===== config.mk =====
export PLATFORM = sky130hd
export DESIGN_NAME = utf8_to_utf16_transcoder
export DESIGN_NICKNAME = d
export VERILOG_FILES = /design/src/hw/rtl/u8u16_pkg.sv /design/src/hw/rtl/u8u16_decoder.sv /design/src/hw/rtl/utf8_to_utf16_transcoder.sv
export SDC_FILE = /design/constraint.sdc
export NUM_CORES = 1
export LEC_CHECK = 0
export ABC_AREA = 1
export BUFFER_PORTS_ARGS = -buffer_cell sky130_fd_sc_hd__buf_2
export CORE_UTILIZATION = 46
export DETAILED_ROUTE_END_ITERATION = 16
export HOLD_SLACK_MARGIN = 0.06
export SLEW_MARGIN = 25
export SYNTH_ARGS = -nofsm -noshare
export SYNTH_HDL_FRONTEND = slang
export SYNTH_SLANG_ARGS = --single-unit

===== constraint.sdc =====
create_clock -name aclk -period 4.95 [get_ports aclk]
set_input_delay 0.99 -clock aclk [delete_from_list [all_inputs] [get_ports aclk]]
set_output_delay 0.99 -clock aclk [all_outputs]
set_load 0.1 [all_outputs]

===== src/hw/rtl/u8u16_pkg.sv =====
// package: payload types, decoder state and result types, constants for the utf-8 transcoder
package u8u16_pkg;

    localparam logic [15:0] REPL_RESET      = 16'h003F;
    localparam logic [15:0] HI_SURR_BASE    = 16'hD800;
    localparam logic [15:0] LO_SURR_BASE    = 16'hDC00;
    localparam logic [20:0] SUPP_BASE       = 21'h010000;
    localparam logic [20:0] BMP_MAX         = 21'h00FFFF;
    localparam int          MAX_UNITS       = 4;

    typedef struct packed {
        logic [7:0] in_byte;
        logic       last_byte;
    } in_item_t;

    typedef struct packed {
        logic [15:0] code_unit;
        logic        run_last;
        logic        string_end;
    } out_item_t;

    typedef struct packed {
        logic [7:0] lead_byte;
        logic [7:0] pend0;
        logic [7:0] pend1;
        logic [1:0] bytes_held;
        logic [1:0] bytes_needed;
    } dec_state_t;

    typedef struct packed {
        logic [MAX_UNITS-1:0][15:0] units;
        logic [2:0]                 count;
        logic                       string_end;
    } dec_result_t;

endpackage


===== src/hw/rtl/u8u16_decoder.sv =====
// combinational utf-8 byte decoder: next state and up to four utf-16 units per byte
module u8u16_decoder (
    input  u8u16_pkg::in_item_t    item,
    input  u8u16_pkg::dec_state_t  state,
    input  logic [15:0]            repl,
    output u8u16_pkg::dec_state_t  state_next,
    output u8u16_pkg::dec_result_t result
);

    logic        is_cont;
    logic        seq_open;
    logic        fresh_emit;
    logic [15:0] fresh_unit;
    logic        fresh_open;
    logic [1:0]  fresh_need;
    logic [2:0]  flush_cnt;
    logic [20:0] cp;
    logic [20:0] supp;
    logic [7:0]  b;
    logic        last;

    assign b        = item.in_byte;
    assign last     = item.last_byte;
    assign is_cont  = (b[7:6] == 2'b10);
    assign seq_open = (state.bytes_needed != 2'd0);

    // fresh lead decode
    always_comb begin
        fresh_emit = 1'b1;
        fresh_unit = repl;
        fresh_open = 1'b0;
        fresh_need = 2'd3;
        if (!b[7]) begin
            fresh_unit = {8'h00, b};
        end else if (is_cont || (b[7:3] == 5'b11111)) begin
            fresh_unit = repl;
        end else begin
            if (b[7:5] == 3'b110) begin
                fresh_need = 2'd1;
            end else if (b[7:4] == 4'b1110) begin
                fresh_need = 2'd2;
            end else begin
                fresh_need = 2'd3;
            end
            if (!last) begin
                fresh_emit = 1'b0;
                fresh_open = 1'b1;
            end
        end
    end

    // code point assembly
    always_comb begin
        case (state.bytes_needed)
            2'd1:    cp = {10'd0, state.lead_byte[4:0], b[5:0]};
            2'd2:    cp = {5'd0, state.lead_byte[3:0], state.pend0[5:0], b[5:0]};
            default: cp = {state.lead_byte[2:0], state.pend0[5:0], state.pend1[5:0], b[5:0]};
        endcase
    end

    assign supp      = cp - u8u16_pkg::SUPP_BASE;
    assign flush_cnt = {1'b0, state.bytes_held} + 3'd1;

    always_comb begin
        state_next        = state;
        result.units      = '0;
        result.count      = 3'd0;
        result.string_end = last;

        if (seq_open && is_cont) begin
            if (({1'b0, state.bytes_held} + 3'd1) >= {1'b0, state.bytes_needed}) begin
                // sequence complete
                state_next.bytes_needed = 2'd0;
                state_next.bytes_held   = 2'd0;
                if (cp <= u8u16_pkg::BMP_MAX) begin
                    result.units[0] = cp[15:0];
                    result.count    = 3'd1;
                end else begin
                    // high half keeps all eleven upper bits, wrapping at 16 bits
                    result.units[0] = u8u16_pkg::HI_SURR_BASE + {5'd0, supp[20:10]};
                    result.units[1] = u8u16_pkg::LO_SURR_BASE | {6'd0, supp[9:0]};
                    result.count    = 3'd2;
                end
            end else if (last) begin
                // truncated at string end: lead, held and this byte all replaced
                for (int i = 0; i < u8u16_pkg::MAX_UNITS; i++) begin
                    result.units[i] = repl;
                end
                result.count = {1'b0, state.bytes_held} + 3'd2;
            end else begin
                if (state.bytes_held[0]) begin
                    state_next.pend1 = b;
                end else begin
                    state_next.pend0 = b;
                end
                state_next.bytes_held = state.bytes_held + 2'd1;
            end
        end else begin
            // broken sequence flush (if open) followed by fresh decode
            for (int i = 0; i < u8u16_pkg::MAX_UNITS; i++) begin
                if (seq_open && (i < int'(flush_cnt))) begin
                    result.units[i] = repl;
                end else begin
                    result.units[i] = fresh_unit;
                end
            end
            result.count = (seq_open ? flush_cnt : 3'd0) + {2'd0, fresh_emit};
            state_next.bytes_held = 2'd0;
            if (fresh_open) begin
                state_next.lead_byte    = b;
                state_next.bytes_needed = fresh_need;
            end else begin
                state_next.bytes_needed = 2'd0;
            end
        end

        if (last) begin
            state_next.bytes_needed = 2'd0;
            state_next.bytes_held   = 2'd0;
        end
    end

endmodule


===== src/hw/rtl/utf8_to_utf16_transcoder.sv =====
// top level: streaming utf-8 to utf-16 transcoder with input register and result buffer
//
// Takes one utf-8 byte per transaction on s_ and gives utf-16 code units on m_, one per
// transaction. A byte is taken into an input register, decoded against the open-sequence
// state and loaded into a four-entry result buffer; the buffer then hands out its units
// one per cycle while m_ready is high. A byte accepted every cycle is sustained as long
// as each byte yields at most one unit and m_ready stays high; a byte that yields several
// units (2 for a surrogate pair, up to 4 for an error flush) holds the buffer until all are
// taken; bytes that yield no unit do not hold it. Complete sequences give their code point
// or a surrogate pair; invalid leads, broken and truncated sequences give the replacement
// unit for each byte involved. There are no overlong or surrogate checks. run_last marks
// the last unit caused by one byte and string_end marks the final unit of a string.
// The replacement unit (reset 0x003F) is written through cfg_wr_en / cfg_wr_data; the
// user must write it only while the block is idle, which the block does not enforce.
module utf8_to_utf16_transcoder (
    input  logic                  aclk,
    input  logic                  aresetn,
    input  logic                  cfg_wr_en,
    input  logic [15:0]           cfg_wr_data,
    input  logic                  s_valid,
    output logic                  s_ready,
    input  u8u16_pkg::in_item_t   s_data,
    output logic                  m_valid,
    input  logic                  m_ready,
    output u8u16_pkg::out_item_t  m_data
);

    // replacement unit register
    logic [15:0] repl_reg;

    // input register
    logic                 in_valid_reg;
    u8u16_pkg::in_item_t  in_item_reg;

    // decoder state
    u8u16_pkg::dec_state_t  state_reg;
    u8u16_pkg::dec_state_t  state_next;
    u8u16_pkg::dec_result_t dec_result;

    // result buffer
    logic                                   out_valid_reg;
    logic [u8u16_pkg::MAX_UNITS-1:0][15:0]  out_units_reg;
    logic [1:0]                             out_idx_reg;
    logic [1:0]                             out_last_idx_reg;
    logic                                   out_end_reg;

    logic out_final;
    logic out_drain;
    logic load;

    assign out_final = (out_idx_reg == out_last_idx_reg);
    assign out_drain = out_valid_reg && m_ready && out_final;
    // move the registered byte into the result buffer once the buffer frees up
    assign load      = in_valid_reg && (!out_valid_reg || out_drain);
    assign s_ready   = !in_valid_reg || load;

    u8u16_decoder u_decoder (
        .item       (in_item_reg),
        .state      (state_reg),
        .repl       (repl_reg),
        .state_next (state_next),
        .result     (dec_result)
    );

    // configuration register
    always_ff @(posedge aclk) begin
        if (!aresetn) begin
            repl_reg <= u8u16_pkg::REPL_RESET;
        end else if (cfg_wr_en) begin
            repl_reg <= cfg_wr_data;
        end
    end

    // input register
    always_ff @(posedge aclk) begin
        if (!aresetn) begin
            in_valid_reg <= 1'b0;
        end else if (s_ready) begin
            in_valid_reg <= s_valid;
        end
    end

    always_ff @(posedge aclk) begin
        if (s_valid && s_ready) begin
            in_item_reg <= s_data;
        end
    end

    // decoder state advances when the byte leaves the input register
    always_ff @(posedge aclk) begin
        if (!aresetn) begin
            state_reg <= '0;
        end else if (load) begin
            state_reg <= state_next;
        end
    end

    // result buffer control
    always_ff @(posedge aclk) begin
        if (!aresetn) begin
            out_valid_reg <= 1'b0;
            out_idx_reg   <= 2'd0;
        end else if (load) begin
            // a byte with no result leaves the buffer empty
            out_valid_reg <= (dec_result.count != 3'd0);
            out_idx_reg   <= 2'd0;
        end else if (out_valid_reg && m_ready) begin
            if (out_final) begin
                out_valid_reg <= 1'b0;
            end else begin
                out_idx_reg <= out_idx_reg + 2'd1;
            end
        end
    end

    // result buffer payload
    always_ff @(posedge aclk) begin
        if (load) begin
            out_units_reg    <= dec_result.units;
            out_last_idx_reg <= 2'(dec_result.count - 3'd1);
            out_end_reg      <= dec_result.string_end;
        end
    end

    assign m_valid           = out_valid_reg;
    assign m_data.code_unit  = out_units_reg[out_idx_reg];
    assign m_data.run_last   = out_final;
    assign m_data.string_end = out_final && out_end_reg;

endmodule

# --- Word-level counts from Yosys, hierarchy flattened ---
# Cells that the tools add are included.
# W data, S select, Z words.
word_totals:
  ff_bits: 117
  in_bits: 30
op_classes:
  eq_ne: 8
  n_reduce_logical: 26
  bitwise: 6
  order_cmp: 7
  add_sub_neg: 8
  n_mux: 33
op_table:
  columns: ["op", "count"]
  rows:
  - ["$mux W67", 2]
  - ["$mux W16", 7]
  - ["$pmux W21 S2", 1]
  - ["$mux W35", 1]
  - ["$bmux W16 S2", 1]
  - ["$mux W32", 1]
  - ["$le A21 B16 Y1 const B", 1]
  - ["$sub A21 B17 Y21 const B", 1]
  - ["$mux W19", 1]
  - ["$add A15 B12 Y16 const A", 1]
  - ["$mux W2", 6]
  - ["$logic_and A1 B1 Y1", 10]
  - ["$mux W1", 10]
  - ["$reduce_and A5 Y1", 2]
  - ["$mux W4", 2]
  - ["$lt A1 B3 Y1 const A", 2]
  - ["$lt A2 B3 Y1 const A", 2]
  - ["$not A1 Y1", 6]
  - ["$reduce_and A2 Y1", 3]
  - ["$reduce_bool A2 Y1", 3]
  - ["$eq A5 B5 Y1 const B", 1]
  - ["$add A2 B1 Y2 const B", 2]
  - ["$eq A2 B2 Y1 const B", 2]
  - ["$eq A4 B4 Y1 const B", 1]
  - ["other kinds (16)", 19]

# --- Logic depth before layout (Yosys ltp) ---
logic_depth:
  depth_word: 9
  mapped_depth: 19

# --- Modules after synthesis ---
# From an unflattened synthesis, not the netlist that was laid out.
hier_totals:
  cells_unflattened: 949
  area_unflattened_um2: 7176.9
by_module_without_submodules:
  columns: ["mod", "n_inst", "area_per_inst_um2", "seq_area_each_um2", "cells_per_inst"]
  rows:
  - ["utf8_to_utf16_transcoder", 1, 4858.4, 3243.1, 470]
  - ["u8u16_decoder", 1, 2318.5, 0.0, 479]

# --- Worst setup path after synthesis ---
# No wires, ideal clock.
synth_timing:
  path_kind: "register to output"
  startpoint: "register out_idx_reg[1]"
  endpoint: "output m_data[10] (netlist name)"
  slack_ns: 1.551
  arrival_ns: 2.409
  t_required_ns: 3.960
  path_buffers: 2
  path_stages_with_launch: 6
  cell_sequence: "dfxtp_1 -> clkbuf_1 -> inv_1 -> clkbuf_1 -> o21ai_0 -> o22ai_1"
synth_rtl:
  columns: ["item", "line", "text"]
  rows:
  - ["start, declared", "utf8_to_utf16_transcoder.sv:43", "logic [1:0] out_idx_reg;"]
  - ["start signal, assigned", "utf8_to_utf16_transcoder.sv:111", "out_idx_reg <= out_idx_reg + 2'd1;"]
  - ["end, declared", "utf8_to_utf16_transcoder.sv:25", "output u8u16_pkg::out_item_t m_data"]

==> summary.txt <==
Synth
  – Synth Instances: 795
  – Register area share after synthesis: 48.4%
  – Synth Cell Area: 6420 um^2
  – Ys Warns: 0
  – Cell variety after synth: 41
  – Yosys reg bits: 117
  – Syn_nets: 838
  – Async SR Flop Fraction: 0%
  – Synth Area per Inst: 8.07 um^2
  – Synth Flop Type: edfxtp_1
  – Post-synth EDFFs: 76

Timing
  – Relative slew slack: 37.1%
  – Max Freq: 0.283 GHz
  – RSZ-0062 raised after global routing: false
  – Slew Limit Fails: 0
  – Setup TNS Final: 0 ns
  – Setup violators final: 0
  – Final period util: 71.4%
  – Fin crit period: 3.53 ns
  – Final hold slack: 0.486 ns
  – Worst Skew: 0.00757 ns
  – Fin. Hold Viols: 0
  – Worst slew pin tran: 0.942 ns

Critical path
  – Worst path slowest cell: inv_1
  – WP data required: 3.96 ns
  – Crit path DAT: 2.54 ns
  – Crit path kind: reg -> out
  – R2R Path End: out_units_reg[18]
  – Worst Path Max Fanout: 36
  – WP buf/inv: 3
  – Setup crit start kind: flop
  – Setup slack, reg-to-reg: 1.51 ns
  – Setup crit end: m_data[3]
  – Crit-path max cell delay: 0.74 ns
  – Crit. Startpoint: out_idx_reg[0]
  – Reg2reg start: state_reg[1]
  – Cell Chain, Critical Path: buf_4 -> inv_1 -> o21ai_0 -> o22ai_1 -> buf_2
  – Worst R2R Path Depth: 14
  – Worst path depth: 5
  – Top delay family on crit path: buffers and inverters
  – Critical path capture point type: primary output

Min path
  – Min-delay src: state_reg[15]
  – Hold Crit Class: reg -> reg

Route
  – Routed WL per cell: 18.5 um
  – Drt pass-1 iters: 5
  – DRT iter0 DRCs: 534
  – Vias per cell: 5.70
  – Final ANT Viol Nets: 0
  – Post-route DRC: 0
  – Detailed Route WL: 18900 um
  – DR vias: 5812

Die
  – Core area: 13400 um^2
  – DIE WIDTH: 120 um
  – Initial core utilization: 47.9%
  – I/O pin cnt: 50
  – FP Rows: 42
  – Die area: 14400 um^2
  – Die height: 120 um

Clocking
  – CTS sink cnt: 117
  – Post_cts resized: 0
  – Clock latency on the worst-skew pair: 0.42 ns
  – Htree depth: 4
  – CTS root buffer: clkbuf_16
  – Clock-pin slew on the worst setup and hold paths: 0.06 ns
  – Clock buffer depth: 2
  – Cts hold-fix bufs: 0
  – Num CTS Buffers: 17
  – CTS tree: done
  – Postcts setup bufs: 0

Power and ir drop
  – P per Cell Area: 379 nW/um^2
  – Pwr Total: 0.00275 W
  – Pleak: 2.99 nW
  – Worst VDD drop: 0.235 mV

Global route
  – Pin count of the biggest net entering global routing: 45
  – Vias in the first global route: 5461
  – Total GRT Usage: 27.5%
  – Initial antenna violation count: 0
  – GRT Residual Overflow: 0
  – First-pass GRT wire length: 29700 um

Final layout
  – Layout cells sized above 1: 12.7%
  – Final net count: 873
  – N_diodes: 0
  – Most frequent cells in the layout: nand2_1, nor2_1, o21ai_0, edfxtp_1, inv_1
  – Number of flip-flops in the largest register: 64
  – Area grow syn2layout: 13.4%
  – Post-Layout Cell Count: 1019

Place
  – Port buffer count: 49
  – Placer Congestion: 0.935
  – DP Cell Count: 987
  – Final HPWL DP: 13000 um

Run status
  – Status: completed

Job
  – Max cap viols: 0
through the flow:
step / utilization (%) / worst slack (ns) / area [um^2]
after floorplan: - / 1.55 / 6420
after global routing: 54.3 / 1.17 / 7280
after detailed placement: 50.2 / 1.53 / 6720
after CTS: 54.3 / 1.37 / 7280
after global placement: 50.2 / 1.67 / 6720
final: 54.3 / 1.42 / 7280
cell families (layout without fill, tap and decap cells):
kind of cell / Yosys count / after routing / share of synthesized area, %
compound gates: 211 / 211 / 17.8
xor+xnor: 6 / 6 / 0.819
buf+inv: 113 / 161 / 7.47
fa+ha+maj: 13 / 13 / 2.65
flops: 117 / 117 / 48.4
simple gates: 335 / 335 / 22.9
how the worst min path moves through the flow:
stage | depth (start not counted) | end | slack, ns
after global placement | 2 | state_reg[15] | 0.48
after global routing | 2 | state_reg[15] | 0.50
after detailed placement | 2 | state_reg[15] | 0.48
final | 2 | state_reg[15] | 0.49
after CTS | 2 | state_reg[15] | 0.49
after floorplan | 2 | state_reg[24] | 0.44
where the power goes:
part	switching [W]	internal [W]
sequential	0.0000360	0.00111
combinational	0.000346	0.000108
clock	0.000454	0.000697
total	0.000836	0.00192
final cells by class:
class / instances / area [um^2]
fillers: 1279 / 6120
inverters: 75 / 282
multi-input cells: 565 / 2840
well taps: 176 / 220
clock inverters: 13 / 110
flip-flops and latches: 117 / 3100
repair buffers: 54 / 283
clock buffers: 19 / 443
routing by layer:
metal	global-route usage, %	wire length [um]	vias up
met5	0	0	-
met2	43.1	8680	238
met3	6.56	1530	39
met1	36.3	8220	2737
met4	11.6	478	0
li1	-	-	2798
synth_stat cells (2+ instances only):
library cell | number | area [um^2]
nand4_1 | 11 | 68.8
buf_4 | 3 | 22.5
inv_1 | 69 | 259
or2_2 | 5 | 31.3
o22ai_1 | 19 | 119
o21ai_0 | 121 | 606
clkinv_1 | 2 | 7.51
buf_6 | 4 | 45.0
nand2_1 | 123 | 462
nor3_2 | 2 | 20.0
edfxtp_1 | 76 | 2280
nor2_2 | 2 | 12.5
or2_1 | 2 | 12.5
xor2_1 | 3 | 26.3
nand3_1 | 55 | 275
nand2_4 | 3 | 33.8
nor2_1 | 123 | 462
clkbuf_1 | 28 | 105
a21oi_1 | 48 | 240
inv_2 | 4 | 15.0
o21ai_1 | 2 | 10.0
ha_1 | 12 | 150
o211ai_1 | 10 | 75.1
nand3b_1 | 3 | 22.5
dfxtp_1 | 41 | 821
xnor2_1 | 3 | 26.3
a221oi_1 | 7 | 61.3
tightest hold or removal path, stage by stage, from the launching register on:
cell and delay [ns]:
dfxtp_1 0.32, inv_1 0.07, a21oi_1 0.05
Note: power is estimated with default switching activity, not from simulation.
